$ cat config.mk
export PLATFORM = sky130hd
export DESIGN_NAME = date_time_calendar_counter
export DESIGN_NICKNAME = d
export VERILOG_FILES = /design/src/dtcc_pkg.sv /design/src/dtcc_date_prep.sv /design/src/date_time_calendar_counter.sv
export SDC_FILE = /design/constraint.sdc
export NUM_CORES = 1
export LEC_CHECK = 0
export ABC_AREA = 1
export BUFFER_PORTS_ARGS = -buffer_cell sky130_fd_sc_hd__buf_2
export CAP_MARGIN = 5
export CORE_MARGIN = 2
export CORE_UTILIZATION = 50
export DETAILED_ROUTE_END_ITERATION = 7
export HOLD_SLACK_MARGIN = 0.06
export PLACE_DENSITY = 0.67
export SETUP_SLACK_MARGIN = 0.1
export SKIP_CTS_REPAIR_TIMING = 1
export SYNTH_ARGS = -nofsm -noshare
export SYNTH_HDL_FRONTEND = slang
export SYNTH_HIERARCHICAL = 1
export SYNTH_SLANG_ARGS = --single-unit
$ cat constraint.sdc
create_clock -name clk -period 12.9 [get_ports clk]
set_input_delay 1.29 -clock clk [delete_from_list [all_inputs] [get_ports clk]]
set_output_delay 1.29 -clock clk [all_outputs]
set_load 0.02 [all_outputs]
$ cat src/dtcc_pkg.sv
// ----------------------------------------------------------------------------
// dtcc_pkg
// Shared types, constants and calendar tables for the date/time counter.
// ----------------------------------------------------------------------------
package dtcc_pkg;

    typedef enum logic [1:0] {
        MODE_TICK = 2'd0,
        MODE_DATE = 2'd1,
        MODE_TIME = 2'd2,
        MODE_IDLE = 2'd3
    } dtcc_mode_t;

    localparam logic [15:0] YEAR_MIN   = 16'd2000;
    localparam logic [15:0] YEAR_MAX   = 16'd9999;
    localparam logic [15:0] MONTH_MAX  = 16'd12;
    localparam logic [7:0]  HOUR_MAX   = 8'd23;
    localparam logic [7:0]  MINSEC_MAX = 8'd59;
    localparam logic [12:0] RECIP_100  = 13'd5243;   // 2^19 / 100, rounded up
    localparam logic [14:0] RECIP_7    = 15'd18725;  // 2^17 / 7, rounded up

    // date loaded by a set-date beat, and the time loaded by a set-time beat
    typedef struct packed {
        dtcc_mode_t  mode;
        logic [13:0] year;
        logic [3:0]  month;
        logic [4:0]  day;
        logic [6:0]  year_mod100;
        logic [8:0]  year_mod400;
        logic [2:0]  wday;
        logic [4:0]  hour;
        logic [5:0]  minute;
        logic [5:0]  second;
    } dtcc_load_t;

    function automatic logic is_leap(input logic [1:0] low_bits,
                                     input logic [6:0] mod100,
                                     input logic [8:0] mod400);
        is_leap = ((low_bits == 2'd0) && (mod100 != 7'd0)) || (mod400 == 9'd0);
    endfunction

    function automatic logic [4:0] days_in(input logic [3:0] month, input logic leap);
        case (month)
            4'd2:    days_in = leap ? 5'd29 : 5'd28;
            4'd4:    days_in = 5'd30;
            4'd6:    days_in = 5'd30;
            4'd9:    days_in = 5'd30;
            4'd11:   days_in = 5'd30;
            default: days_in = 5'd31;
        endcase
    endfunction

    // (31 * shifted month) / 12, with March as the first month
    function automatic logic [4:0] month_term(input logic [3:0] month);
        case (month)
            4'd1:    month_term = 5'd28;
            4'd2:    month_term = 5'd31;
            4'd3:    month_term = 5'd2;
            4'd4:    month_term = 5'd5;
            4'd5:    month_term = 5'd7;
            4'd6:    month_term = 5'd10;
            4'd7:    month_term = 5'd12;
            4'd8:    month_term = 5'd15;
            4'd9:    month_term = 5'd18;
            4'd10:   month_term = 5'd20;
            4'd11:   month_term = 5'd23;
            4'd12:   month_term = 5'd25;
            default: month_term = 5'd0;
        endcase
    endfunction

endpackage

$ cat src/dtcc_date_prep.sv
// ----------------------------------------------------------------------------
// dtcc_date_prep
// Four-stage pipeline that clamps the loaded fields and computes the weekday.
// ----------------------------------------------------------------------------
module dtcc_date_prep
    import dtcc_pkg::*;
(
    input  logic        clk,
    input  logic        rst_n,
    input  logic        adv,
    input  logic        in_beat,
    input  logic [1:0]  mode,
    input  logic [15:0] set_year,
    input  logic [15:0] set_month,
    input  logic [15:0] set_day,
    input  logic [7:0]  set_hour,
    input  logic [7:0]  set_minute,
    input  logic [7:0]  set_second,
    output logic        load_valid,
    output dtcc_load_t  load
);

    typedef struct packed {
        dtcc_mode_t  mode;
        logic [13:0] year;
        logic [13:0] yy;
        logic [3:0]  month;
        logic [15:0] day;
        logic [4:0]  hour;
        logic [5:0]  minute;
        logic [5:0]  second;
    } a_t;

    typedef struct packed {
        a_t          a;
        logic [6:0]  q_year;
        logic [6:0]  q_yy;
    } b_t;

    typedef struct packed {
        dtcc_mode_t  mode;
        logic [13:0] year;
        logic [3:0]  month;
        logic [4:0]  day;
        logic [6:0]  year_mod100;
        logic [8:0]  year_mod400;
        logic [14:0] sum;
        logic [4:0]  hour;
        logic [5:0]  minute;
        logic [5:0]  second;
    } c_t;

    typedef struct packed {
        c_t          c;
        logic [10:0] q7;
    } d_t;

    logic a_valid_reg, b_valid_reg, c_valid_reg, d_valid_reg;
    a_t   a_reg, a_next;
    b_t   b_reg, b_next;
    c_t   c_reg, c_next;
    d_t   d_reg, d_next;

    // stage a: clamp
    always_comb
    begin
        a_next.mode = dtcc_mode_t'(mode);
        if (set_year < YEAR_MIN)
            a_next.year = YEAR_MIN[13:0];
        else if (set_year > YEAR_MAX)
            a_next.year = YEAR_MAX[13:0];
        else
            a_next.year = set_year[13:0];
        if (set_month == 16'd0)
            a_next.month = 4'd1;
        else if (set_month > MONTH_MAX)
            a_next.month = MONTH_MAX[3:0];
        else
            a_next.month = set_month[3:0];
        a_next.yy     = a_next.year - ((a_next.month <= 4'd2) ? 14'd1 : 14'd0);
        a_next.day    = set_day;
        a_next.hour   = (set_hour > HOUR_MAX) ? HOUR_MAX[4:0] : set_hour[4:0];
        a_next.minute = (set_minute > MINSEC_MAX) ? MINSEC_MAX[5:0] : set_minute[5:0];
        a_next.second = (set_second > MINSEC_MAX) ? MINSEC_MAX[5:0] : set_second[5:0];
    end

    // stage b: quotients by 100
    logic [26:0] prod_year, prod_yy;

    always_comb
    begin
        prod_year     = {13'd0, a_reg.year} * {14'd0, RECIP_100};
        prod_yy       = {13'd0, a_reg.yy} * {14'd0, RECIP_100};
        b_next.a      = a_reg;
        b_next.q_year = prod_year[25:19];
        b_next.q_yy   = prod_yy[25:19];
    end

    // stage c: leap year, day clamp, weekday sum
    logic [13:0] hund, quad;
    logic [4:0]  q400;
    logic [4:0]  lim;
    logic        leap;

    always_comb
    begin
        q400 = b_reg.q_year[6:2];
        hund = {1'b0, b_reg.q_year, 6'd0} + {2'b0, b_reg.q_year, 5'd0}
             + {5'd0, b_reg.q_year, 2'd0};
        quad = {1'b0, q400, 8'd0} + {2'b0, q400, 7'd0} + {5'd0, q400, 4'd0};
        c_next.mode        = b_reg.a.mode;
        c_next.year        = b_reg.a.year;
        c_next.month       = b_reg.a.month;
        c_next.year_mod100 = 7'(b_reg.a.year - hund);
        c_next.year_mod400 = 9'(b_reg.a.year - quad);
        leap = is_leap(b_reg.a.year[1:0], c_next.year_mod100, c_next.year_mod400);
        lim  = days_in(b_reg.a.month, leap);
        if (b_reg.a.day == 16'd0)
            c_next.day = 5'd1;
        else if (b_reg.a.day > {11'd0, lim})
            c_next.day = lim;
        else
            c_next.day = b_reg.a.day[4:0];
        c_next.sum = {10'd0, c_next.day} + {1'b0, b_reg.a.yy}
                   + {3'd0, b_reg.a.yy[13:2]} - {8'd0, b_reg.q_yy}
                   + {10'd0, b_reg.q_yy[6:2]} + {10'd0, month_term(b_reg.a.month)};
        c_next.hour   = b_reg.a.hour;
        c_next.minute = b_reg.a.minute;
        c_next.second = b_reg.a.second;
    end

    // stage d: quotient by 7
    logic [29:0] prod_7;

    always_comb
    begin
        prod_7    = {15'd0, c_reg.sum} * {15'd0, RECIP_7};
        d_next.c  = c_reg;
        d_next.q7 = prod_7[27:17];
    end

    always_ff @(posedge clk or negedge rst_n)
    begin
        if (!rst_n)
        begin
            a_valid_reg <= 1'b0;
            b_valid_reg <= 1'b0;
            c_valid_reg <= 1'b0;
            d_valid_reg <= 1'b0;
        end
        else if (adv)
        begin
            a_valid_reg <= in_beat;
            b_valid_reg <= a_valid_reg;
            c_valid_reg <= b_valid_reg;
            d_valid_reg <= c_valid_reg;
        end
    end

    always_ff @(posedge clk)
    begin
        if (adv)
        begin
            a_reg <= a_next;
            b_reg <= b_next;
            c_reg <= c_next;
            d_reg <= d_next;
        end
    end

    logic [14:0] rem7;

    always_comb
    begin
        rem7 = d_reg.c.sum - ({1'b0, d_reg.q7, 3'd0} - {4'd0, d_reg.q7});
        load_valid       = d_valid_reg;
        load.mode        = d_reg.c.mode;
        load.year        = d_reg.c.year;
        load.month       = d_reg.c.month;
        load.day         = d_reg.c.day;
        load.year_mod100 = d_reg.c.year_mod100;
        load.year_mod400 = d_reg.c.year_mod400;
        load.wday        = rem7[2:0];
        load.hour        = d_reg.c.hour;
        load.minute      = d_reg.c.minute;
        load.second      = d_reg.c.second;
    end

endmodule

$ cat src/date_time_calendar_counter.sv
// ----------------------------------------------------------------------------
// date_time_calendar_counter
// Calendar clock with second tick, date load and time load.
// ----------------------------------------------------------------------------
// Each input beat (tick, set date, set time, or an unused mode that changes
// nothing) gives one result beat with the time after the update. A beat can
// be accepted every cycle while no result waits to be taken; each beat passes
// through the four-stage pipeline that clamps loaded fields and derives the
// weekday, whose last stage feeds the counter update and output register. The
// whole pipeline holds while a result waits to be taken.
module date_time_calendar_counter
    import dtcc_pkg::*;
(
    input  logic        clk,
    input  logic        rst_n,
    input  logic        in_valid,
    output logic        in_ready,
    input  logic [1:0]  mode,
    input  logic [15:0] set_year,
    input  logic [15:0] set_month,
    input  logic [15:0] set_day,
    input  logic [7:0]  set_hour,
    input  logic [7:0]  set_minute,
    input  logic [7:0]  set_second,
    output logic        out_valid,
    input  logic        out_ready,
    output logic [15:0] cur_year,
    output logic [3:0]  cur_month,
    output logic [4:0]  cur_day,
    output logic [4:0]  cur_hour,
    output logic [5:0]  cur_minute,
    output logic [5:0]  cur_second,
    output logic [2:0]  weekday,
    output logic        at_epoch
);

    logic       adv;
    logic       load_valid;
    dtcc_load_t load;

    logic [15:0] year_reg, year_next;
    logic [3:0]  month_reg, month_next;
    logic [4:0]  day_reg, day_next;
    logic [4:0]  hour_reg, hour_next;
    logic [5:0]  minute_reg, minute_next;
    logic [5:0]  second_reg, second_next;
    logic [2:0]  wday_reg, wday_next;
    logic [6:0]  mod100_reg, mod100_next;
    logic [8:0]  mod400_reg, mod400_next;
    logic        out_valid_reg;
    logic [15:0] oyear_reg;
    logic [3:0]  omonth_reg;
    logic [4:0]  oday_reg, ohour_reg;
    logic [5:0]  ominute_reg, osecond_reg;
    logic [2:0]  owday_reg;
    logic        oepoch_reg;

    assign adv      = !out_valid_reg || out_ready;
    assign in_ready = adv;

    dtcc_date_prep u_prep (
        .clk        (clk),
        .rst_n      (rst_n),
        .adv        (adv),
        .in_beat    (in_valid),
        .mode       (mode),
        .set_year   (set_year),
        .set_month  (set_month),
        .set_day    (set_day),
        .set_hour   (set_hour),
        .set_minute (set_minute),
        .set_second (set_second),
        .load_valid (load_valid),
        .load       (load)
    );

    logic sec_wrap, min_wrap, hour_wrap, day_wrap, month_wrap;
    logic leap_now;

    always_comb
    begin
        leap_now   = is_leap(year_reg[1:0], mod100_reg, mod400_reg);
        sec_wrap   = (second_reg == MINSEC_MAX[5:0]);
        min_wrap   = sec_wrap && (minute_reg == MINSEC_MAX[5:0]);
        hour_wrap  = min_wrap && (hour_reg == HOUR_MAX[4:0]);
        day_wrap   = hour_wrap && (day_reg == days_in(month_reg, leap_now));
        month_wrap = day_wrap && (month_reg == MONTH_MAX[3:0]);

        year_next   = year_reg;
        month_next  = month_reg;
        day_next    = day_reg;
        hour_next   = hour_reg;
        minute_next = minute_reg;
        second_next = second_reg;
        wday_next   = wday_reg;
        mod100_next = mod100_reg;
        mod400_next = mod400_reg;

        case (load.mode)
            MODE_TICK:
            begin
                second_next = sec_wrap ? 6'd0 : second_reg + 6'd1;
                if (sec_wrap)
                    minute_next = min_wrap ? 6'd0 : minute_reg + 6'd1;
                if (min_wrap)
                    hour_next = hour_wrap ? 5'd0 : hour_reg + 5'd1;
                if (hour_wrap)
                begin
                    wday_next = (wday_reg == 3'd6) ? 3'd0 : wday_reg + 3'd1;
                    day_next  = day_wrap ? 5'd1 : day_reg + 5'd1;
                end
                if (day_wrap)
                    month_next = month_wrap ? 4'd1 : month_reg + 4'd1;
                if (month_wrap)
                begin
                    year_next = year_reg + 16'd1;
                    if (year_reg == 16'hFFFF)
                    begin
                        mod100_next = 7'd0;
                        mod400_next = 9'd0;
                    end
                    else
                    begin
                        mod100_next = (mod100_reg == 7'd99) ? 7'd0 : mod100_reg + 7'd1;
                        mod400_next = (mod400_reg == 9'd399) ? 9'd0 : mod400_reg + 9'd1;
                    end
                end
            end
            MODE_DATE:
            begin
                year_next   = {2'd0, load.year};
                month_next  = load.month;
                day_next    = load.day;
                wday_next   = load.wday;
                mod100_next = load.year_mod100;
                mod400_next = load.year_mod400;
            end
            MODE_TIME:
            begin
                hour_next   = load.hour;
                minute_next = load.minute;
                second_next = load.second;
            end
            default:
            begin
                year_next = year_reg;
            end
        endcase
    end

    always_ff @(posedge clk or negedge rst_n)
    begin
        if (!rst_n)
        begin
            year_reg      <= 16'd2000;
            month_reg     <= 4'd1;
            day_reg       <= 5'd1;
            hour_reg      <= 5'd0;
            minute_reg    <= 6'd0;
            second_reg    <= 6'd0;
            wday_reg      <= 3'd6;
            mod100_reg    <= 7'd0;
            mod400_reg    <= 9'd0;
            out_valid_reg <= 1'b0;
        end
        else if (adv)
        begin
            out_valid_reg <= load_valid;
            if (load_valid)
            begin
                year_reg   <= year_next;
                month_reg  <= month_next;
                day_reg    <= day_next;
                hour_reg   <= hour_next;
                minute_reg <= minute_next;
                second_reg <= second_next;
                wday_reg   <= wday_next;
                mod100_reg <= mod100_next;
                mod400_reg <= mod400_next;
            end
        end
    end

    always_ff @(posedge clk)
    begin
        if (adv && load_valid)
        begin
            oyear_reg   <= year_next;
            omonth_reg  <= month_next;
            oday_reg    <= day_next;
            ohour_reg   <= hour_next;
            ominute_reg <= minute_next;
            osecond_reg <= second_next;
            owday_reg   <= wday_next;
            oepoch_reg  <= (year_next == 16'd2000) && (month_next == 4'd1)
                        && (day_next == 5'd1) && (hour_next == 5'd0)
                        && (minute_next == 6'd0) && (second_next == 6'd0);
        end
    end

    assign out_valid  = out_valid_reg;
    assign cur_year   = oyear_reg;
    assign cur_month  = omonth_reg;
    assign cur_day    = oday_reg;
    assign cur_hour   = ohour_reg;
    assign cur_minute = ominute_reg;
    assign cur_second = osecond_reg;
    assign weekday    = owday_reg;
    assign at_epoch   = oepoch_reg;

endmodule

==> results of run 1 <==
[final timing paths]
kind	slack (ns)	depth (start not counted)	startpoint	endpoint
max in group asynchronous	11.31	2	rst_n	hour_reg[0]
worst min-delay path	0.40	0	u_prep/b_reg[78]	u_prep/c_reg[70]
min in group asynchronous	0.96	2	rst_n	mod400_reg[0]
worst min register to register	0.40	0	u_prep/b_reg[78]	u_prep/c_reg[70]
worst max register to register	6.41	30	u_prep/b_reg[9]	u_prep/c_reg[29]
worst max-delay path	6.41	30	u_prep/b_reg[9]	u_prep/c_reg[29]
[per-stage QoR]
step / cells / hold slack [ns] / utilization (%) / cell area [um^2] / setup WS [ns]
after floorplan: 2863 / 0.400 / - / 28200 / 2.91
after global placement: 3668 / 0.402 / 52.2 / 29300 / 6.51
after detailed placement: 3668 / 0.405 / 52.2 / 29300 / 6.43
after CTS: 3747 / 0.405 / 54.9 / 30800 / 6.43
after global routing: 3747 / 0.419 / 54.9 / 30800 / 5.95
final: 3747 / 0.404 / 54.9 / 30800 / 6.41
[metal layers]
metal	up-vias	global-route usage, %	part of all wire, %
li1	9412	-	-
met1	8933	27.2	45
met2	429	34.9	48
met3	88	2.40	4.3
met4	0	5.78	2.5
met5	-	0	0
[worst register-to-register path: cells and delay by family (launching register included)]
kind            cells  cell delay, ns
simple gates       10            1.33
buf+inv             6            0.31
compound gates      4            0.74
fa+ha+maj           9            3.23
xor+xnor            1            0.16
flops               1            0.47
[cell usage in the layout (no fill, tap or decap), drive strengths merged, types with 9 or more instances in the layout]
cell type and instances:
nor2 175, a21o 12, o21ai 156, xor2 44, o21bai 9, a21oi 70
dfstp 10, a31oi 11, o22ai 9, dfrtp 56, ha 329, buf 134
nand2 498, xnor2 25, nand4 45, nor3 34, clkbuf 50, edfxtp 319
inv 624, clkinv 21, nand3 127, fa 176
[final cells by class]
class                   instances  share of cell area [%]
repair buffers                134                    2.25
inverters                     625                    7.63
well taps                     756                    3.08
clock inverters                29                    1.17
multi-input cells            1763                    45.3
flip-flops and latches        390                    36.9
clock buffers                  50                    3.65
[cell families after synthesis]
kind of cell / Yosys count / synth area share (%)
XOR/XNOR: 69 / 2.14
buffers and inverters: 710 / 10.3
flip-flops: 390 / 40.2
adder cells (fa/ha/maj): 505 / 27.1
AO/OA/AOI/OAI: 289 / 5.76
AND/OR/NAND/NOR: 900 / 14.4
==> results.md, run 1 <==
- The class of the worst hold path is register to register.
- The type of element launching the critical path is a register.
- After global routing the overflow that remains totals 0.
- The total of flip-flops plus latches after synthesis is just under 400.
- The total negative slack for setup checks is 0 ns.
- The post-route clock skew is approximately 0.015 ns.
- For this block, the initial DRC count from the detailed router was approximately 1.1k.
- By count the netlist is led by 616 x inv_1, 479 x nand2_1, 329 x ha_1, 319 x edfxtp_1, 176 x fa_1.
- The cell taking the most area after synthesis is edfxtp_1.
- The post-route DRC violation count is 0.
- The first detailed-routing pass took 5 iterations.
- The final RePlAce weighted congestion is 0.907.
- The area of the placeable core is ~56,000 um^2.
- The routed wire length is ~57,000 um.
- The maximum buffer depth of the clock tree is 3.
- The cell row count is between 80 and 90.
- The count of nets left with antenna violations once routing finished came out at 0.
- The pin count of the biggest net entering global routing is between 70 and 80.
- The count of boundary I/O pins is between 100 and 150.
- Yosys mapped the design onto between 50 and 60 distinct sky130hd cell types.
- Together, buffers and inverters on the worst path number 6.
- The level count of the clock H-tree is 2.
- The class of the most critical setup path is register to register.
- The net count after synthesis is between 3k and 4k.
- The stage delay of the slowest cell on the critical path is 0.51 ns.
- The number of standard cells after synthesis is about 2.9k.
- Summed over all nets, the half-perimeter wirelength after detailed placement is around 45,000 um.
- The TritonCTS clock tree is yes.
- The worst setup path is captured at a register.
- The total number of vias is 18.9k.
- The share of the synthesized area in the top cell type is between 30% and 40%.
- Counting the fill cells in the layout gives 4,837.
- The total of buffers placed on input and output ports is roughly 130.
- In the final layout, the share of cells above drive strength 1 is 9.80%.
- At the later pin of the worst-skew pair, clock insertion delay measures 0.56 ns.
- The TritonCTS sink count is slightly below 400.
- The total inserted antenna cells is 0.
- Setup repair after global routing left no endpoint under its margin.
- The combined flip-flop and latch cell area is around 11,000 um^2.
- The initial core utilization is about half.
- In this run the vertical extent of the chip is ~240 um.
- Data on the critical path is required at its endpoint by approximately 13 ns.
- Data on the critical path arrives at its endpoint at slightly below 7 ns.
- The synthesized area is ~28,000 um^2.
- The relative slew slack is a little over a third.
- The number of hold-slack violations in the final timing report is 0.
- The first global-routing pass estimated around 94,000 um of wire.
- Counting stages on the worst path, the most repeated cell is inv_1.
- The total CTS buffers is 43.
- For the pin with the worst max-slew slack, the measured transition is approximately 0.96 ns.
- Based on the critical path, the design can be clocked at up to 0.154 GHz.
- The number of antenna violations at the first check in global routing was 1.
- The routed wirelength normalized by instance count is between 15 and 20 um.
- Of all flip-flops after synthesis, the portion carrying an async set or reset was between 10% and 20%.
- The area of the die is between 50,000 and 60,000 um^2.
- The register with the most flip-flops in the layout has 81 of them.
- The average size of a mapped cell is between 9 and 10 um^2.
- The master cell of the clock root buffer is clkbuf_16.
- The most frequent cell after synthesis is inv_1.
- Among cell families on the critical path, the largest total delay comes from adder cells.
- The x dimension of the die is about 240 um.
- The slowest stage of the critical path belongs to the cell fa_1.
- For this run, the leading register cell type out of synthesis is edfxtp_1.
- In this run, synthesis inferred between 300 and 400 flip-flops with an integrated enable.
- At the end of the flow, the number of nets in the layout was 3,540.
- Of all nets on the critical path, the largest fanout is 6.
- The number of global-route vias before repair is approximately 19k.
- Clock-pin slew was measured on the worst setup and hold paths at roughly 0.06 ns.
- Yosys printed 6 warnings.
- The area growth from synthesis to layout is 9.12%.
- The number of endpoints failing setup at the final stage is 0.
- In the finished design, the share of the clock period the worst path needs comes to between 50% and 60%.
- Across the run, the number of max-cap violations was 0.
- The max-slew violation count is 0.
- By area the synthesized netlist is led by edfxtp_1 34%, ha_1 15%, fa_1 13%, inv_1 8.2%, nand2_1 6.4%.
- The ratio of routed vias to standard cells is between 5 and 6.
- The minimum period implied by the final worst setup slack is around 6.5 ns.
- The flow ran to the end, and the final reports show no timing, DRC or antenna violations.
- After synthesis, flip-flops and latches occupy between 40% and 50% of the total area.
- The area taken by multi-input logic gates is approximately 14,000 um^2.
- Across every metal layer, demand over resource in global routing totals 20.3%.
Power of run 1 is not shown: default switching activity piles up to over one toggle a cycle in this logic, so the estimate is an artifact.
==> run 2, diff against run 1 <==
--- a/config.mk
+++ b/config.mk
@@ -5,14 +5,14 @@
 export SDC_FILE = /design/constraint.sdc
 export NUM_CORES = 1
 export LEC_CHECK = 0
-export ABC_AREA = 1
+export ABC_AREA = 0
 export BUFFER_PORTS_ARGS = -buffer_cell sky130_fd_sc_hd__buf_2
 export CAP_MARGIN = 5
 export CORE_MARGIN = 2
 export CORE_UTILIZATION = 50
 export DETAILED_ROUTE_END_ITERATION = 7
 export HOLD_SLACK_MARGIN = 0.06
-export PLACE_DENSITY = 0.67
+export PLACE_DENSITY = 0.7
 export SETUP_SLACK_MARGIN = 0.1
 export SKIP_CTS_REPAIR_TIMING = 1
 export SYNTH_ARGS = -nofsm -noshare
==> constraint.sdc (replaced) <==
create_clock -name clk -period 5.2 [get_ports clk]
set_input_delay 0.52 -clock clk [delete_from_list [all_inputs] [get_ports clk]]
set_output_delay 0.52 -clock clk [all_outputs]
set_load 0.02 [all_outputs]
==> run 2 against run 1 <==
Effect of this change:
- the flow now finishes with violations (negative setup slack)
- clock skew is 0.0069 ns higher
- critical path depth is the same
- cell count is 15% lower
- flip-flop and latch count unchanged
- highest routed layer unchanged
==> results.md, run 2 <==
- The highest-delay cell along the critical path is fa_1.
- The area of the placeable core is approximately 53,000 um^2.
- The fraction of layout instances using a drive strength above 1 is approximately 18%.
- Setup violations remaining at the end of the flow were counted as 12.
- For the finished layout, the period the worst path requires is a little over 6 ns.
- The floorplan step set the die width to approximately 240 um.
- The class of the most critical setup path is register to register.
- After the first detailed-routing iteration, the DRC count stood at about 1.0k.
- Compared with the post-synthesis result, the final layout area differs by 13.1%.
- The worst hold margin is 0.124 ns.
- The synthesized design contains between 300 and 400 enable-type register cells.
- The number of antenna diodes in the final layout is 0.
- After Yosys synthesis, XOR and XNOR cells account for under 10% of the synthesized area.
- The post-route DRC violation count is 0.
- Data arrives at the worst endpoint at approximately 6.4 ns.
- edfxtp_1 takes more of the synthesized area than any other cell.
- The gate family responsible for the most delay along the worst path is adder cells.
- The combinational family with the most area after synthesis is adder cells.
- The detail route stage leaves a number of antenna-violating nets equal to 0.
- The synthesized area is between 20,000 and 30,000 um^2.
- The number of hold-slack violations in the final timing report was 0.
- The vertical die dimension is 236 um.
- The total of warnings raised by yosys is 6.
- The number of global-route vias before repair came to 17.9k.
- The most common cell after layout, fill and taps aside is inv_1.
- The async set-reset flop share out of synthesis is 16.9%.
- The average instance in the mapped netlist occupies approximately 12 um^2.
- For the pin with the worst max-slew slack, the measured transition is ~1.1 ns.
- Setup repair after global routing could not meet its margin everywhere.
- The area taken by multi-input logic gates is 13,700 um^2.
- The most prevalent standard cell on the critical path is ha_1.
- Fill cells in the final layout number roughly 4.3k.
- Derived from the worst setup path, the maximum achievable clock frequency is approximately 0.16 GHz.
- The total CTS buffers is between 40 and 50.
- The cell row count is between 80 and 90.
- The first global-routing pass estimated 90,200 um of wire.
- The multiplexer area fraction after synthesis is between 1.5 and 2%.
- Measured on the finished design, the core utilization comes to a little under three fifths.
- The synthesized netlist contains between 90 and 100 unique library cells.
- The pin count of the biggest net entering global routing is 81.
- After clock tree synthesis, the clock-pin slew on the worst setup and hold paths is roughly 0.06 ns.
- Synthesis inferred 390 register bits.
- Once the floorplan was initialized, standard cells occupied roughly half of the core.
- The cell count after synthesis came out at 2,287.
- The total number of nets in the final design is slightly above 3k.
- Detailed routing inserted a total of about 17k vias.
- The relative slew slack is between 20 and 30%.
- The commonest cells after synthesis are 409 x inv_1, 329 x ha_1, 319 x edfxtp_1, 176 x fa_1, 101 x nand2_1.
- The ratio of final minimum period to clock period is 118%.
- After synthesis, the largest area contributor takes up between 30% and 40% of total cell area.
- The synthesized netlist devotes under 10% of its cell area to compound gates.
- The max-slew violation count is 0.
- Input and output buffers added on the ports amount to 125.
- The worst setup path is launched from a register.
- The most frequent cell after synthesis is inv_1.
- The maximum buffer depth of the clock tree is 3.
- The tree built by TritonCTS fans out to a little under 400 sinks.
- The required time at the worst-slack endpoint is between 5 and 6 ns.
- The proportion of synthesized chip area in sequential cells is around 42%.
- For this run the aggregate overflow at the end of global routing stands at 0.
- The ratio of routed vias to standard cells is ~5.4.
- The final reports fail on negative setup slack.
- TritonCTS built the clock tree.
- Yosys attributes the largest share of cell area to edfxtp_1 36%, ha_1 15%, fa_1 13%, inv_1 5.7%, dfrtp_1 5.2%.
- The clock arrives with 0.0220 ns of skew.
- The combined flip-flop and latch cell area is 11,300 um^2.
- The total negative slack for setup checks is -7.26 ns.
- The category of the worst setup path capture point is a register.
- The final layout contains routed wiring with a total length of roughly 55,000 um.
- The length of the first detailed-routing pass in iterations is 5.
- The flow ran to the end, but the final reports show violations.
- The top cell types in the final layout, fill and taps aside, are 401 x inv_1, 320 x ha_1, 319 x edfxtp_1.
- The master cell of the clock root buffer is clkbuf_16.
- The stage delay of the slowest cell on the critical path is 0.45 ns.
- The net count after synthesis is roughly 2.9k.
- Once routing completed, OpenROAD measured the worst setup slack at -0.927 ns.
- The prevailing post-synth register cell is edfxtp_1.
- The clock latency on the worst-skew pair is 0.57 ns.
- The largest fanout on the critical path is 4.
- The share of synthesized cell area in full adder, half adder and majority cells is between 20 and 30%.
- The count of boundary I/O pins is 126.
- The number of antenna violations at the first check in global routing came to 0.
- The level count of the clock H-tree is 2.
- The detailed-placement wirelength estimate is around 43,000 um.
- The die covers roughly 56,000 um^2.
- The class of the worst hold path is input port to register.
- Dividing the detail-routed wire length by the instance count gives between 15 and 20 um.
- At the end of routability-driven placement, the weighted congestion stood at 0.893.
- The post-synthesis simple-gate area fraction is a little under a tenth.
- Global routing consumed, over all layers together, about 20% of the routing resources.
- The reported max-cap violation count is 0.
- The flip-flop count of the largest register after layout is 81.
- The number of buffer and inverter instances along the worst setup path is 5.
## run 2: cell count changes after synthesis, moves of 35 or more
cell	previous run	this run
inv_1	616	409
mux2_2	0	35
nand2_1	479	101
nand3_1	112	42
nor2_1	154	74
o21ai_0	154	83
## run 2: final cells by class
cell class / count / area share [%]
clock buffers: 57 / 3.81
clock inverters: 21 / 0.829
inverters: 412 / 5.10
multi-input cells: 1387 / 45.1
flip-flops and latches: 390 / 37.4
well taps: 688 / 2.84
repair buffers: 238 / 4.96
## run 2: layer usage
| metal | wire [um] | share of wire [%] | GRT usage (%) | up-vias |
|---|---|---|---|---|
| met5 | 0 | 0 | 0 | - |
| met4 | 1310 | 2.4 | 6.20 | 0 |
| met3 | 2320 | 4.2 | 2.36 | 78 |
| met2 | 28100 | 51 | 35.8 | 425 |
| met1 | 23600 | 43 | 25.8 | 8484 |
| li1 | - | - | - | 8296 |
## run 2: worst paths after layout
kind / startpoint / endpoint / slack, ns / cells past startpoint
max: u_prep/b_reg[9] / u_prep/c_reg[31] / -0.93 / 30
min: mode[1] / u_prep/a_reg[66] / 0.12 / 1
max reg2reg: u_prep/b_reg[9] / u_prep/c_reg[31] / -0.93 / 30
min reg2reg: u_prep/a_reg[12] / u_prep/b_reg[26] / 0.41 / 0
max in group asynchronous: rst_n / mod100_reg[4] / 4.37 / 2
min in group asynchronous: rst_n / second_reg[3] / 0.17 / 2
## run 2: stage by stage
stage	setup WS (ns)	instance area, um^2	cells
2_1_floorplan	-0.612	26900	2287
3_3_place_gp	-0.873	28500	3091
3_5_place_dp	-1.14	28500	3091
4_1_cts	-1.17	29900	3169
5_1_grt	-1.23	30300	3193
6_report	-0.927	30300	3193
## run 2: kinds of logic after synthesis
| kind of cell | Yosys count |
|---|---|
| AOI/OAI and AO/OA | 329 |
| xor gates and xnor gates | 68 |
| adders and majority gates | 505 |
| buffers and inverters | 510 |
| DFF | 390 |
| muxes | 48 |
| and+or+nand+nor | 437 |
Power of run 2 is left out for the same reason.
